--- src/hw/rtl/mls_pkg.sv ---
// Package for the multidrop link supervisor: register map, action and command codes,
// controller/datapath command and status structs. No dependencies.
package mls_pkg;

   localparam int MaxUnits   = 8;
   localparam int WireScale  = 10000;
   localparam int MaxResults = 16;

   localparam logic [2:0] ADDR_LINK_READY  = 3'd0;
   localparam logic [2:0] ADDR_ACTIVE      = 3'd1;
   localparam logic [2:0] ADDR_KEEPALIVE   = 3'd2;
   localparam logic [2:0] ADDR_REPROBE     = 3'd3;
   localparam logic [2:0] ADDR_DROP        = 3'd4;

   localparam logic [2:0] ACT_TICK    = 3'd0;
   localparam logic [2:0] ACT_OUTCOME = 3'd1;
   localparam logic [2:0] ACT_SETPOS  = 3'd2;
   localparam logic [2:0] ACT_SETVEL  = 3'd3;
   localparam logic [2:0] ACT_HALT    = 3'd4;
   localparam logic [2:0] ACT_ESTOP   = 3'd5;

   localparam logic [3:0] CMD_KEEPALIVE  = 4'd1;
   localparam logic [3:0] CMD_PROBE      = 4'd2;
   localparam logic [3:0] CMD_READ_POS   = 4'd3;
   localparam logic [3:0] CMD_ENERGIZE   = 4'd7;
   localparam logic [3:0] CMD_EXIT_SAFE  = 4'd8;
   localparam logic [3:0] CMD_SET_POS    = 4'd9;
   localparam logic [3:0] CMD_SET_VEL    = 4'd10;
   localparam logic [3:0] CMD_HALT       = 4'd11;
   localparam logic [3:0] CMD_DEENERGIZE = 4'd12;

   localparam logic [1:0] PEND_NONE  = 2'd0;
   localparam logic [1:0] PEND_PROBE = 2'd1;
   localparam logic [1:0] PEND_READ  = 2'd2;

   typedef struct packed {
      logic       load;        // capture the request
      logic       scan_step;   // look at one unit in the keepalive scan
      logic       poll;        // do the poll part of a tick
      logic       outcome;     // settle the pending request
      logic       energize;    // mark sel unit energized, touch
      logic       touch;       // update last command of sel unit
      logic       deenergize;  // deenergize scan unit
      logic       emit;        // push one result beat
      logic [3:0] kind;
      logic       unit_scan;   // result unit from scan counter
      logic       arg_pos;
      logic       arg_vel;
      logic       last;
      logic       scan_clr;
      logic       scan_inc;
   } ctrl_type;

   typedef struct packed {
      logic [2:0] action;
      logic       link_ready;
      logic       sel_energized;
      logic       scan_done;     // scan counter reached unit limit
      logic       scan_last;     // scan counter is on the last unit
      logic       scan_hit;      // scan unit energized and idle long enough
      logic       no_units;
      logic       poll_emit;     // poll would send something
      logic       poll_connected;
      logic       outcome_energize;
      logic       out_busy;      // result register still full
   } stat_type;

endpackage

--- src/hw/rtl/mls_datapath.sv ---
// Datapath of the multidrop link supervisor: per-unit state, poll state, result register.
// Depends on mls_pkg.
module mls_datapath (
   input  logic                 clock,
   input  logic                 reset,
   input  mls_pkg::ctrl_type    ctrl,
   output mls_pkg::stat_type    stat,
   input  logic [2:0]           req_action,
   input  logic [2:0]           req_unit_sel,
   input  logic [31:0]          req_now_ms,
   input  logic                 req_reply_ok,
   input  logic signed [31:0]   req_target_value,
   input  logic                 link_ready,
   input  logic [3:0]           active_units,
   input  logic [15:0]          keepalive_period,
   input  logic [15:0]          reprobe_period,
   input  logic [7:0]           drop_threshold,
   output logic                 rsp_valid,
   input  logic                 rsp_ready,
   output logic [3:0]           rsp_send_kind,
   output logic [2:0]           rsp_dest_unit,
   output logic signed [31:0]   rsp_send_arg,
   output logic                 rsp_any_connected,
   output logic                 rsp_last_of_run
);
   import mls_pkg::*;

   logic [MaxUnits-1:0] energized_ff, energized_in;
   logic [MaxUnits-1:0] connected_ff, connected_in;
   logic [7:0]  miss_ff [MaxUnits];
   logic [31:0] lastcmd_ff [MaxUnits];
   logic [31:0] reprobe_ff [MaxUnits];
   logic [2:0]  poll_idx_ff;
   logic [1:0]  poll_var_ff;
   logic [1:0]  pend_kind_ff;
   logic [2:0]  pend_unit_ff;

   logic [2:0]  action_ff;
   logic [2:0]  unit_ff;
   logic [31:0] now_ff;
   logic        ok_ff;
   logic signed [31:0] value_ff;
   logic signed [31:0] vel_ff;
   logic [3:0]  scan_ff;

   logic        valid_ff;
   logic [3:0]  kind_ff;
   logic [2:0]  dest_ff;
   logic signed [31:0] arg_ff;
   logic        anyc_ff;
   logic        last_ff;

   logic [3:0]  limit;
   logic [2:0]  scan_u;
   logic [2:0]  poll_u;
   logic        reprobe_due;
   logic [7:0]  miss_inc;
   logic        anyc;
   logic signed [63:0] vel_wide;

   assign limit  = (active_units > 4'(MaxUnits)) ? 4'(MaxUnits) : active_units;
   assign scan_u = scan_ff[2:0];
   assign poll_u = poll_idx_ff;
   assign reprobe_due = (now_ff - reprobe_ff[poll_u]) >= {16'd0, reprobe_period};
   assign miss_inc    = (miss_ff[pend_unit_ff] == 8'd255) ? 8'd255 : miss_ff[pend_unit_ff] + 8'd1;
   assign vel_wide    = 64'(value_ff) * 64'(WireScale);

   always_comb begin
      anyc = 1'b0;
      for (int i = 0; i < MaxUnits; i++)
         if (4'(i) < limit && connected_ff[i]) anyc = 1'b1;
      anyc = anyc & link_ready;
   end

   always_comb begin
      stat.action           = action_ff;
      stat.link_ready       = link_ready;
      stat.sel_energized    = energized_ff[unit_ff];
      stat.scan_done        = scan_ff >= limit;
      stat.scan_last        = (scan_ff + 4'd1) >= limit;
      stat.scan_hit         = energized_ff[scan_u] &&
                              ((now_ff - lastcmd_ff[scan_u]) >= {16'd0, keepalive_period});
      stat.no_units         = limit == 4'd0;
      stat.poll_emit        = connected_ff[poll_u] || reprobe_due;
      stat.poll_connected   = connected_ff[poll_u];
      stat.outcome_energize = pend_kind_ff == PEND_PROBE && ok_ff && link_ready;
      stat.out_busy         = valid_ff && !rsp_ready;
   end

   always_comb begin
      energized_in = energized_ff;
      connected_in = connected_ff;
      if (ctrl.energize) energized_in[unit_ff] = 1'b1;
      if (ctrl.deenergize) energized_in[scan_u] = 1'b0;
      if (ctrl.outcome && pend_kind_ff != PEND_NONE) begin
         if (ok_ff) connected_in[pend_unit_ff] = 1'b1;
         else if (miss_inc == drop_threshold) connected_in[pend_unit_ff] = 1'b0;
      end
   end

   always_ff @(posedge clock) begin
      if (reset) begin
         energized_ff <= '0;
         connected_ff <= '0;
         for (int i = 0; i < MaxUnits; i++) begin
            miss_ff[i]    <= '0;
            lastcmd_ff[i] <= '0;
            reprobe_ff[i] <= '0;
         end
         poll_idx_ff  <= '0;
         poll_var_ff  <= '0;
         pend_kind_ff <= PEND_NONE;
         pend_unit_ff <= '0;
         scan_ff      <= '0;
         valid_ff     <= 1'b0;
      end else begin
         energized_ff <= energized_in;
         connected_ff <= connected_in;
         if (ctrl.outcome) begin
            if (pend_kind_ff != PEND_NONE)
               miss_ff[pend_unit_ff] <= ok_ff ? 8'd0 : miss_inc;
            pend_kind_ff <= PEND_NONE;
            // A probe answer energizes through the unit register.
         end
         if (ctrl.scan_step && stat.scan_hit) lastcmd_ff[scan_u] <= now_ff;
         if (ctrl.energize || ctrl.touch) lastcmd_ff[unit_ff] <= now_ff;
         if (ctrl.poll) begin
            if (!connected_ff[poll_u]) begin
               if (reprobe_due) begin
                  reprobe_ff[poll_u] <= now_ff;
                  pend_kind_ff <= PEND_PROBE;
                  pend_unit_ff <= poll_u;
               end
            end else begin
               pend_kind_ff <= PEND_READ;
               pend_unit_ff <= poll_u;
            end
            poll_var_ff <= poll_var_ff + 2'd1;
            if (poll_var_ff == 2'd3)
               poll_idx_ff <= (4'(poll_u) + 4'd1 >= limit) ? 3'd0 : poll_u + 3'd1;
         end
         if (ctrl.scan_clr) scan_ff <= '0;
         else if (ctrl.scan_inc) scan_ff <= scan_ff + 4'd1;
         if (ctrl.emit) valid_ff <= 1'b1;
         else if (rsp_ready) valid_ff <= 1'b0;
      end
   end

   always_ff @(posedge clock) begin
      if (ctrl.load) begin
         action_ff <= req_action;
         unit_ff   <= req_unit_sel;
         now_ff    <= req_now_ms;
         ok_ff     <= req_reply_ok;
         value_ff  <= req_target_value;
      end
      if (ctrl.outcome) unit_ff <= pend_unit_ff;
      if (vel_wide > 64'sd2147483647) vel_ff <= 32'sd2147483647;
      else if (vel_wide < -64'sd2147483647) vel_ff <= -32'sd2147483647;
      else vel_ff <= vel_wide[31:0];
      if (ctrl.emit) begin
         kind_ff <= (ctrl.kind == CMD_READ_POS) ? CMD_READ_POS + {2'd0, poll_var_ff} : ctrl.kind;
         dest_ff <= ctrl.unit_scan ? scan_u : (ctrl.kind == CMD_PROBE ||
                    ctrl.kind == CMD_READ_POS) ? poll_u : unit_ff;
         arg_ff  <= ctrl.arg_pos ? value_ff : ctrl.arg_vel ? vel_ff : 32'sd0;
         anyc_ff <= anyc;
         last_ff <= ctrl.last;
      end
   end

   assign rsp_valid         = valid_ff;
   assign rsp_send_kind     = kind_ff;
   assign rsp_dest_unit     = dest_ff;
   assign rsp_send_arg      = arg_ff;
   assign rsp_any_connected = anyc_ff;
   assign rsp_last_of_run   = last_ff;
endmodule

--- src/hw/rtl/mls_controller.sv ---
// Controller of the multidrop link supervisor: sequences one event into result beats.
// Depends on mls_pkg.
module mls_controller (
   input  logic              clock,
   input  logic              reset,
   input  logic              req_valid,
   output logic              req_ready,
   input  mls_pkg::stat_type stat,
   output mls_pkg::ctrl_type ctrl
);
   import mls_pkg::*;

   localparam logic [3:0] S_IDLE = 4'd0, S_DISPATCH = 4'd1, S_SCAN = 4'd2, S_POLL = 4'd3,
                          S_EN1 = 4'd4, S_EN2 = 4'd5, S_MOTION = 4'd6, S_HALT = 4'd7,
                          S_EST_H = 4'd8, S_EST_D = 4'd9, S_OUTC = 4'd10, S_VELWAIT = 4'd11,
                          S_KA = 4'd12;

   logic [3:0] state_ff, state_in;
   logic [4:0] cnt_ff, cnt_in;   // estop results emitted this event
   logic       cnt_full;         // estop result limit reached

   assign req_ready = state_ff == S_IDLE;

   always_comb begin
      ctrl = '0;
      state_in = state_ff;
      cnt_in = cnt_ff;
      case (state_ff)
         S_IDLE: begin
            if (req_valid) begin
               ctrl.load = 1'b1;
               ctrl.scan_clr = 1'b1;
               state_in = S_DISPATCH;
            end
         end
         S_DISPATCH: begin
            cnt_in = '0;
            case (stat.action)
               ACT_TICK:    state_in = (stat.link_ready && !stat.no_units) ? S_SCAN : S_IDLE;
               ACT_OUTCOME: state_in = S_OUTC;
               ACT_SETPOS, ACT_SETVEL:
                  state_in = !stat.link_ready ? S_IDLE : stat.sel_energized ? S_VELWAIT : S_EN1;
               ACT_HALT:    state_in = stat.link_ready ? S_HALT : S_IDLE;
               ACT_ESTOP:   state_in = stat.scan_done ? S_IDLE : S_EST_H;
               default:     state_in = S_IDLE;
            endcase
         end
         S_SCAN: begin
            if (stat.scan_done) state_in = S_POLL;
            else if (stat.scan_hit) begin
               ctrl.scan_step = 1'b1;
               state_in = S_KA;
            end else ctrl.scan_inc = 1'b1;
         end
         S_KA: if (!stat.out_busy) begin
            ctrl.emit = 1'b1; ctrl.kind = CMD_KEEPALIVE; ctrl.unit_scan = 1'b1;
            ctrl.last = 1'b1; state_in = S_IDLE;
         end
         S_POLL: if (!stat.out_busy) begin
            ctrl.poll = 1'b1;
            if (stat.poll_emit) begin
               ctrl.emit = 1'b1; ctrl.last = 1'b1;
               // A connected poll unit gets a variable read, any other unit a probe.
               ctrl.kind = stat.poll_connected ? CMD_READ_POS : CMD_PROBE;
            end
            state_in = S_IDLE;
         end
         S_OUTC: begin
            ctrl.outcome = 1'b1;
            state_in = stat.outcome_energize ? S_EN1 : S_IDLE;
         end
         S_EN1: if (!stat.out_busy) begin
            ctrl.emit = 1'b1; ctrl.kind = CMD_ENERGIZE; state_in = S_EN2;
         end
         S_EN2: if (!stat.out_busy) begin
            ctrl.emit = 1'b1; ctrl.kind = CMD_EXIT_SAFE; ctrl.energize = 1'b1;
            ctrl.last = stat.action == ACT_OUTCOME;
            state_in = stat.action == ACT_OUTCOME ? S_IDLE : S_MOTION;
         end
         S_VELWAIT: state_in = S_MOTION;
         S_MOTION: if (!stat.out_busy) begin
            ctrl.emit = 1'b1; ctrl.touch = 1'b1; ctrl.last = 1'b1;
            if (stat.action == ACT_SETPOS) begin
               ctrl.kind = CMD_SET_POS; ctrl.arg_pos = 1'b1;
            end else begin
               ctrl.kind = CMD_SET_VEL; ctrl.arg_vel = 1'b1;
            end
            state_in = S_IDLE;
         end
         S_HALT: if (!stat.out_busy) begin
            ctrl.emit = 1'b1; ctrl.touch = 1'b1; ctrl.last = 1'b1; ctrl.kind = CMD_HALT;
            state_in = S_IDLE;
         end
         S_EST_H: if (!stat.out_busy) begin
            if (stat.link_ready && !cnt_full) begin
               ctrl.emit = 1'b1; ctrl.kind = CMD_HALT; ctrl.unit_scan = 1'b1;
               cnt_in = cnt_ff + 5'd1;
            end
            state_in = S_EST_D;
         end
         S_EST_D: if (!stat.out_busy) begin
            ctrl.deenergize = 1'b1;
            ctrl.scan_inc = 1'b1;
            if (stat.link_ready && !cnt_full) begin
               ctrl.emit = 1'b1; ctrl.kind = CMD_DEENERGIZE; ctrl.unit_scan = 1'b1;
               cnt_in = cnt_ff + 5'd1;
               ctrl.last = (cnt_in == 5'(MaxResults)) || stat.scan_last;
            end
            state_in = stat.scan_last ? S_IDLE : S_EST_H;
         end
         default: state_in = S_IDLE;
      endcase
   end

   always_ff @(posedge clock) begin
      if (reset) begin
         state_ff <= S_IDLE;
         cnt_ff   <= '0;
      end else begin
         state_ff <= state_in;
         cnt_ff   <= cnt_in;
      end
   end
   assign cnt_full = cnt_ff >= 5'(MaxResults);
endmodule

--- src/hw/rtl/multidrop_link_supervisor.sv ---
// Multidrop link supervisor: takes one event at a time, only while the controller is idle,
// and turns it into zero to sixteen command beats. A tick's keepalive scan looks at one
// unit per cycle, and an estop walks the active units with a halt and a deenergize beat
// each while the link is ready. Results leave through a single register, so a stalled
// result channel holds up the event.
// Depends on mls_pkg, mls_controller and mls_datapath.
module multidrop_link_supervisor (
   input  logic               clock,
   input  logic               reset,
   input  logic               req_valid,
   output logic               req_ready,
   input  logic [2:0]         req_action,
   input  logic [2:0]         req_unit_sel,
   input  logic [31:0]        req_now_ms,
   input  logic               req_reply_ok,
   input  logic signed [31:0] req_target_value,
   output logic               rsp_valid,
   input  logic               rsp_ready,
   output logic [3:0]         rsp_send_kind,
   output logic [2:0]         rsp_dest_unit,
   output logic signed [31:0] rsp_send_arg,
   output logic               rsp_any_connected,
   output logic               rsp_last_of_run,
   input  logic               psel,
   input  logic               penable,
   input  logic               pwrite,
   input  logic [4:0]         paddr,
   input  logic [31:0]        pwdata,
   output logic [31:0]        prdata,
   output logic               pready
);
   import mls_pkg::*;

   logic        link_ready_ff;
   logic [3:0]  active_ff;
   logic [15:0] keepalive_ff, reprobe_ff;
   logic [7:0]  drop_ff;
   ctrl_type    ctrl;
   stat_type    stat;

   assign pready = 1'b1;

   always_ff @(posedge clock) begin
      if (reset) begin
         link_ready_ff <= 1'b0;
         active_ff     <= '0;
         keepalive_ff  <= 16'd400;
         reprobe_ff    <= 16'd2000;
         drop_ff       <= 8'd3;
      end else if (psel && penable && pwrite) begin
         case (paddr[4:2])
            ADDR_LINK_READY: link_ready_ff <= pwdata[0];
            ADDR_ACTIVE:     active_ff     <= pwdata[3:0];
            ADDR_KEEPALIVE:  keepalive_ff  <= pwdata[15:0];
            ADDR_REPROBE:    reprobe_ff    <= pwdata[15:0];
            ADDR_DROP:       drop_ff       <= pwdata[7:0];
            default: ;
         endcase
      end
   end

   always_comb begin
      case (paddr[4:2])
         ADDR_LINK_READY: prdata = {31'd0, link_ready_ff};
         ADDR_ACTIVE:     prdata = {28'd0, active_ff};
         ADDR_KEEPALIVE:  prdata = {16'd0, keepalive_ff};
         ADDR_REPROBE:    prdata = {16'd0, reprobe_ff};
         ADDR_DROP:       prdata = {24'd0, drop_ff};
         default:         prdata = '0;
      endcase
   end

   mls_controller u_ctrl (
      .clock, .reset, .req_valid, .req_ready, .stat, .ctrl
   );

   mls_datapath u_dp (
      .clock, .reset, .ctrl, .stat,
      .req_action, .req_unit_sel, .req_now_ms, .req_reply_ok, .req_target_value,
      .link_ready(link_ready_ff), .active_units(active_ff),
      .keepalive_period(keepalive_ff), .reprobe_period(reprobe_ff),
      .drop_threshold(drop_ff),
      .rsp_valid, .rsp_ready, .rsp_send_kind, .rsp_dest_unit, .rsp_send_arg,
      .rsp_any_connected, .rsp_last_of_run
   );

   a_no_kind_zero: assert property (@(posedge clock) disable iff (reset)
      rsp_valid |-> rsp_send_kind != 4'd0) else $error("result with kind zero");
   a_hold: assert property (@(posedge clock) disable iff (reset)
      rsp_valid && !rsp_ready |=> rsp_valid) else $error("result dropped");
endmodule

--- config.mk ---
export PLATFORM = sky130hd
export DESIGN_NAME = multidrop_link_supervisor
export DESIGN_NICKNAME = d
export VERILOG_FILES = /design/src/hw/rtl/mls_pkg.sv /design/src/hw/rtl/mls_datapath.sv /design/src/hw/rtl/mls_controller.sv /design/src/hw/rtl/multidrop_link_supervisor.sv
export SDC_FILE = /design/constraint.sdc
export NUM_CORES = 2
export LEC_CHECK = 0
export BUFFER_PORTS_ARGS = -buffer_cell sky130_fd_sc_hd__buf_4
export CAP_MARGIN = 30
export CORE_MARGIN = 2
export CORE_UTILIZATION = 30
export CTS_BUF_LIST = sky130_fd_sc_hd__clkbuf_16
export DETAILED_ROUTE_END_ITERATION = 10
export SLEW_MARGIN = 15
export SYNTH_ARGS = -nofsm -noshare
export SYNTH_HDL_FRONTEND = slang
export SYNTH_SLANG_ARGS = --single-unit
--- constraint.sdc ---
create_clock -name clock -period 19.1 [get_ports clock]
set_clock_uncertainty 0.1 [all_clocks]
set_input_delay 1.91 -clock clock [delete_from_list [all_inputs] [get_ports clock]]
set_output_delay 1.91 -clock clock [all_outputs]
set_load 0.03 [all_outputs]
-- Yosys cells after proc, flatten, opt, wreduce, memory -nomap -nowiden
Memory sizes are Yosys's and may differ from the RTL's. A register that Yosys moved wholly into a read port is not among the register bits.
Index checks and enable logic that the tools add are counted.
- $mul: 1
- add/sub/neg operators: 9
- reductions and logical operators: 58
- $lt $le $gt $ge: 24
- bitwise operators: 7
- equal/unequal tests: 37
- mux-type cells: 140
- operator list (operator ; count):
    2-to-1 mux 32 bit ; 6
    OR reduction 32 bit ; 3
    one-hot mux 16 bit (5 select lines) ; 1
    >= comparator 32 x 16 -> 1 bit ; 2
    > comparator 64 x 32 -> 1 bit, second input constant ; 1
    less-than comparator 64 x 32 -> 1 bit, second input constant ; 1
    subtractor 32 bit ; 2
    2-to-1 mux 3 bit ; 21
    2-to-1 mux 1 bit ; 58
    2-to-1 mux 4 bit ; 14
    2-to-1 mux 8 bit ; 7
    multiplier 32 x 11 -> 43 bit, second input constant ; 1
    2-to-1 mux 5 bit ; 8
    one-hot mux 4 bit (10 select lines) ; 1
    one-hot mux 5 bit (8 select lines) ; 1
    2-to-1 mux 6 bit ; 4
    logical AND 1 bit ; 21
    equality test 4 bit, second input constant ; 5
    one-hot mux 4 bit (5 select lines) ; 1
    bitwise AND 8 bit ; 2
    equality test 4 x 2 -> 1 bit, second input constant ; 4
    equality test 4 x 3 -> 1 bit, second input constant ; 4
    less-than comparator 3 x 4 -> 1 bit, first input constant ; 4
    less-than comparator 3 x 4 -> 1 bit, second input constant ; 4
    other kinds (47) ; 100
- output and inout port bits: 76
- bits of input ports: 115
- bits in writable memories: 576
- memories: 3
- register bits: 229
- memory list (name ; words ; bits a word ; read ports ; clocked after Yosys merged registers in ; wr ports ; line ; RTL):
    u_dp.lastcmd_ff ; 8 ; 32 ; 1 ; 1 ; 8 ; mls_datapath.sv:31 ; logic [31:0] lastcmd_ff [MaxUnits];
    u_dp.reprobe_ff ; 8 ; 32 ; 1 ; 1 ; 8 ; mls_datapath.sv:32 ; logic [31:0] reprobe_ff [MaxUnits];
    u_dp.miss_ff ; 8 ; 8 ; 1 ; 1 ; 8 ; mls_datapath.sv:30 ; logic [7:0] miss_ff [MaxUnits];

-- Longest topological paths before layout
- depth in word-level cells: 13
- gate-level depth with buffers: 26
- depth with buffers taken out: 22

-- Modules after synthesis
A second synthesis with hierarchy kept.
- cells, all modules: 4438
- area, all modules: 49871.6 sq um
- by module, submodules not included (module ; area an instance (sq um) ; cells an instance ; times used):
    mls_datapath ; 46502.1 ; 4028 ; 1
    multidrop_link_supervisor ; 2381.0 ; 263 ; 1
    mls_controller ; 988.4 ; 147 ; 1

-- Worst setup path after synthesis
Ideal clock, no wire load.
- path type: register to register
- from: register (tool-made name)
- to: register u_dp.anyc_ff (netlist: u_dp.rsp_any_connected), enable pin
- clock period less this slack: 7159 ps
- arrival: 6416 ps
- cell stages (with the launch flop): 24
- path slack: 11941 ps
- cells stage by stage: dfxtp_1 > clkbuf_1 > buf_1 > mux4_2 > mux2_2 > ha_1 > fa_1 > nand2b_1 > a21o_1 > a211o_1 > nand3b_1 > a21oi_1 > xnor2_1 > ha_1 > a211oi_1 > o22a_1 > o211ai_1 > a21oi_1 > o211ai_1 > a211oi_1 > nand4_1 > or4_1 > nand2_1 > nand3_1
- RTL lines (item ; line ; RTL):
    end signal, assigned ; mls_datapath.sv:166 ; anyc_ff <= anyc;
    end, declared ; mls_datapath.sv:50 ; logic anyc_ff;

==> results.py <==
metrics = {
    "setup_path": {
        "required_ns": 19.40,
        "rr_endpoint": "u_dp.lastcmd_ff[4][5]$_SDFFCE_PN0P_",
        "endpoint": "u_dp.lastcmd_ff[4][5]$_SDFFCE_PN0P_",
        "critical_path_class": "flip-flop to flip-flop",
        "endpoint_kind": "flip-flop",
        "crit_arrival_ns": 9.21,
        "reg2reg_depth": 22,
        "start_kind": "flip-flop",
        "crit_fanout": 35,
        "reg2reg_slack_ns": 10.19,
    },
    "layout": {
        "insertedDiodeCount": 0,
        "syn2layout_area_growth_pct": 13.5,
        "finalNetCount": 4719,
        "nFillCells": 15500,
        "layout-drive-gt1-share_pct": 14.2,
        "fin_area_sq_um": 54300,
    },
    "sta": {
        "slew_violations": 0,
        "period_needed_ns": 8.91,
        "max-slew-margin-rel_pct": 32.0,
        "hold_viol_final": 0,
        "rsz0062_at_grt": "no",
        "setup_viol": 0,
        "tightest_slew_ns": 1.01,
        "setup_tns_ns": 0,
        "fin_crit_sh_pct": 46.6,
        "max_freq_mhz": 112,
    },
    "cts": {
        "cts.repair.resized": 0,
        "cts_tree": "done",
        "numClockSinks": 812,
        "numCtsBuffers": 90,
        "root_buffer": "clkbuf_16",
        "cts_buffer_depth": 3,
        "clkLatencyLatePin_ns": 0.69,
        "h-tree-depth": 3,
        "cts-hold-fix-buffers": 0,
        "clk_transition_reported_paths_ns": 0.06,
        "post_cts_buffers": 0,
    },
    "drt": {
        "wl_per_cell_um": 20.7,
        "drt-initial-drc-count": 2838,
        "vias": 32600,
        "drc_errors": 0,
        "ant_nets": 0,
        "dr.pass1.iters": 6,
        "via_per_inst": 5.11,
        "wirelength_mm": 132,
    },
    "yosys": {
        "synthArstFlopShare_pct": 0,
        "synth_xor_area_share_pct": 1.48,
        "synth_top_family_by_area": "simple AND/OR/NAND/NOR gates",
        "synthTopCellsByArea": "edfxtp_1 43%, ha_1 7.4%, mux4_2 6.9%",
        "syn_inst": 4116,
        "synthAdderAreaFrac_pct": 11.4,
        "yosysSeqAreaShare_pct": 48.4,
        "synth_edf_count": 688,
        "synth_seq_cells": 812,
        "synth-simple-area-share_pct": 15.7,
        "syn_area_sq_um": 47800,
        "synth_most_common_cell": "edfxtp_1",
        "syn_avg_cell_area_sq_um": 11.6,
        "ys_types": 96,
        "ys.flop_type": "edfxtp_1",
        "synth_mux_area_share_pct": 9.44,
        "synth-compound-area-share_pct": 9.03,
        "synth.largest_area_cell": "edfxtp_1",
        "synth_top_area_share_pct": 43.2,
        "synthTopCellsByCount": "688 x edfxtp_1, 321 x nand2_1, 289 x and2_1, 282 x ha_1, 262 x inv_1",
        "yosys_warnings": 0,
    },
    "floorplanning": {
        "core-area_sq_um": 158000,
        "rows": 146,
        "die_w_um": 403,
        "ios": 191,
        "die_y_um": 403,
        "start_util_pct": 30.2,
        "dieArea_sq_um": 163000,
    },
    "global_routing": {
        "grt_first_pass_wirelength_mm": 199,
        "grt_start_max_net_pins": 82,
        "grt_pass1_vias": 32600,
        "grt.overflow.total": 0,
        "antenna_found_initial": 5,
        "grt_use_total_pct": 16.0,
    },
    "placement": {
        "gp_congestion": 0.915,
        "numPortBuffers": 155,
        "dpl.hpwl_mm": 91.1,
        "place_area_sq_um": 51300,
    },
    "run": {
        "cap_violations": 0,
    },
    "worst_hold_path": {
        "hp-class": "flip-flop to flip-flop",
    },
    "status": {
        "status": "complete, no violations",
    },
}
## through the flow
| step | worst slack (ns) | std cells | hold slack [ns] | util (%) |
|---|---|---|---|---|
| 2_1_floorplan | 11.94 | 4131 | 0.349 | - |
| 3_3_place_gp | 9.78 | 6196 | 0.361 | 32.3 |
| 3_5_place_dp | 9.79 | 6205 | 0.367 | 32.4 |
| 4_1_cts | 9.78 | 6371 | 0.375 | 34.3 |
| 5_1_grt | 9.58 | 6373 | 0.397 | 34.3 |
| 6_report | 10.19 | 6373 | 0.377 | 34.3 |
## cells by family (layout without fill, tap and decap cells)
logic type	Yosys count	count (layout)
xor+xnor	79	79
buf+inv	500	670
compound gates	679	679
fa+ha+maj	377	377
flops	812	812
other cells	2	17
mux	267	267
simple gates	1400	1400
## layer usage
metal	GRT usage [%]	wire length [um]	vias to the layer above
li1	-	-	15100
met1	21.8	58800	16300
met2	26.5	62800	971
met3	2.10	7700	143
met4	4.49	2890	4
met5	0	23	-
## how the worst min path moves through the flow
stage | slack (ns) | startpoint | to | cells after the start
after CTS | 0.38 | reprobe_ff[3]$_SDFFE_PP0P_ | reprobe_ff[3]$_SDFFE_PP0P_ | 2
after floorplan | 0.35 | keepalive_ff[10]$_SDFFE_PP0P_ | keepalive_ff[10]$_SDFFE_PP0P_ | 2
final | 0.38 | reprobe_ff[3]$_SDFFE_PP0P_ | reprobe_ff[3]$_SDFFE_PP0P_ | 2
after detailed placement | 0.37 | reprobe_ff[3]$_SDFFE_PP0P_ | reprobe_ff[3]$_SDFFE_PP0P_ | 2
after global routing | 0.40 | keepalive_ff[10]$_SDFFE_PP0P_ | keepalive_ff[10]$_SDFFE_PP0P_ | 2
after global placement | 0.36 | keepalive_ff[11]$_SDFFE_PP0P_ | keepalive_ff[11]$_SDFFE_PP0P_ | 2
## registers in the layout, summed over array words and instances (netlist names), 5 cells and up, named ones only
name	cells
u_dp.rsp_send_arg	32
reprobe_ff	16
u_dp.value_ff	32
u_dp.energized_ff	8
u_dp.vel_ff	30
u_dp.now_ff	32
drop_ff	8
u_dp.reprobe_ff	256
keepalive_ff	16
u_ctrl.cnt_ff	5
u_dp.miss_ff	64
u_dp.lastcmd_ff	256
## cell usage in the layout (no fill, tap or decap), types with 17 or more instances in the layout
master     instances
nor2b_1          234
and2_2            17
clkinv_1          18
nor3_1            59
mux4_2           146
clkbuf_16         90
xor2_1            35
nor2_1           224
a31oi_1           26
o21ai_0          106
nand3_1           59
inv_1            280
and2_1           289
a211oi_1          23
nand2_1          321
o211ai_1          35
a21oi_1          248
buf_4            228
fa_1              95
a21o_1            40
dfxtp_1          118
conb_1            17
nand2b_1          32
or2_2             18
nand4_1           34
o21a_1            29
xnor2_1           43
or3_1             17
edfxtp_1         688
mux2i_1          109
ha_1             282
## critical path: stages (launching register included)
cell and delay, ns:
dfxtp_4 0.76, buf_4 0.70, mux4_2 0.59, mux2i_1 0.28, ha_1 0.31, and4_1 0.33, nand3_1 0.10, a211oi_1 0.60
nor3b_1 0.21, o21ai_0 0.26, xor2_1 0.19, ha_1 0.26, and4_1 0.19, o21ai_0 0.07, a31oi_1 0.12, a2111oi_0 0.41
o2111a_1 0.25, nand4_1 0.32, o21a_1 0.66, a21oi_4 0.24, buf_4 0.46, nand2_1 0.67, buf_4 0.49
## cell type report
type | count | area [sq um] | share of cell area (%)
clock buffer | 90 | 2250 | 4.15
clock inverter | 76 | 708 | 1.30
inverter | 265 | 996 | 1.83
multi-input combinational | 2819 | 22700 | 41.7
sequential | 812 | 23200 | 42.7
tap | 2072 | 2590 | 4.78
timing repair buffer | 239 | 1920 | 3.53
Power is left out: the tool's default activity adds up to more than one toggle a clock period on the data nets, which glitch-free logic cannot reach.
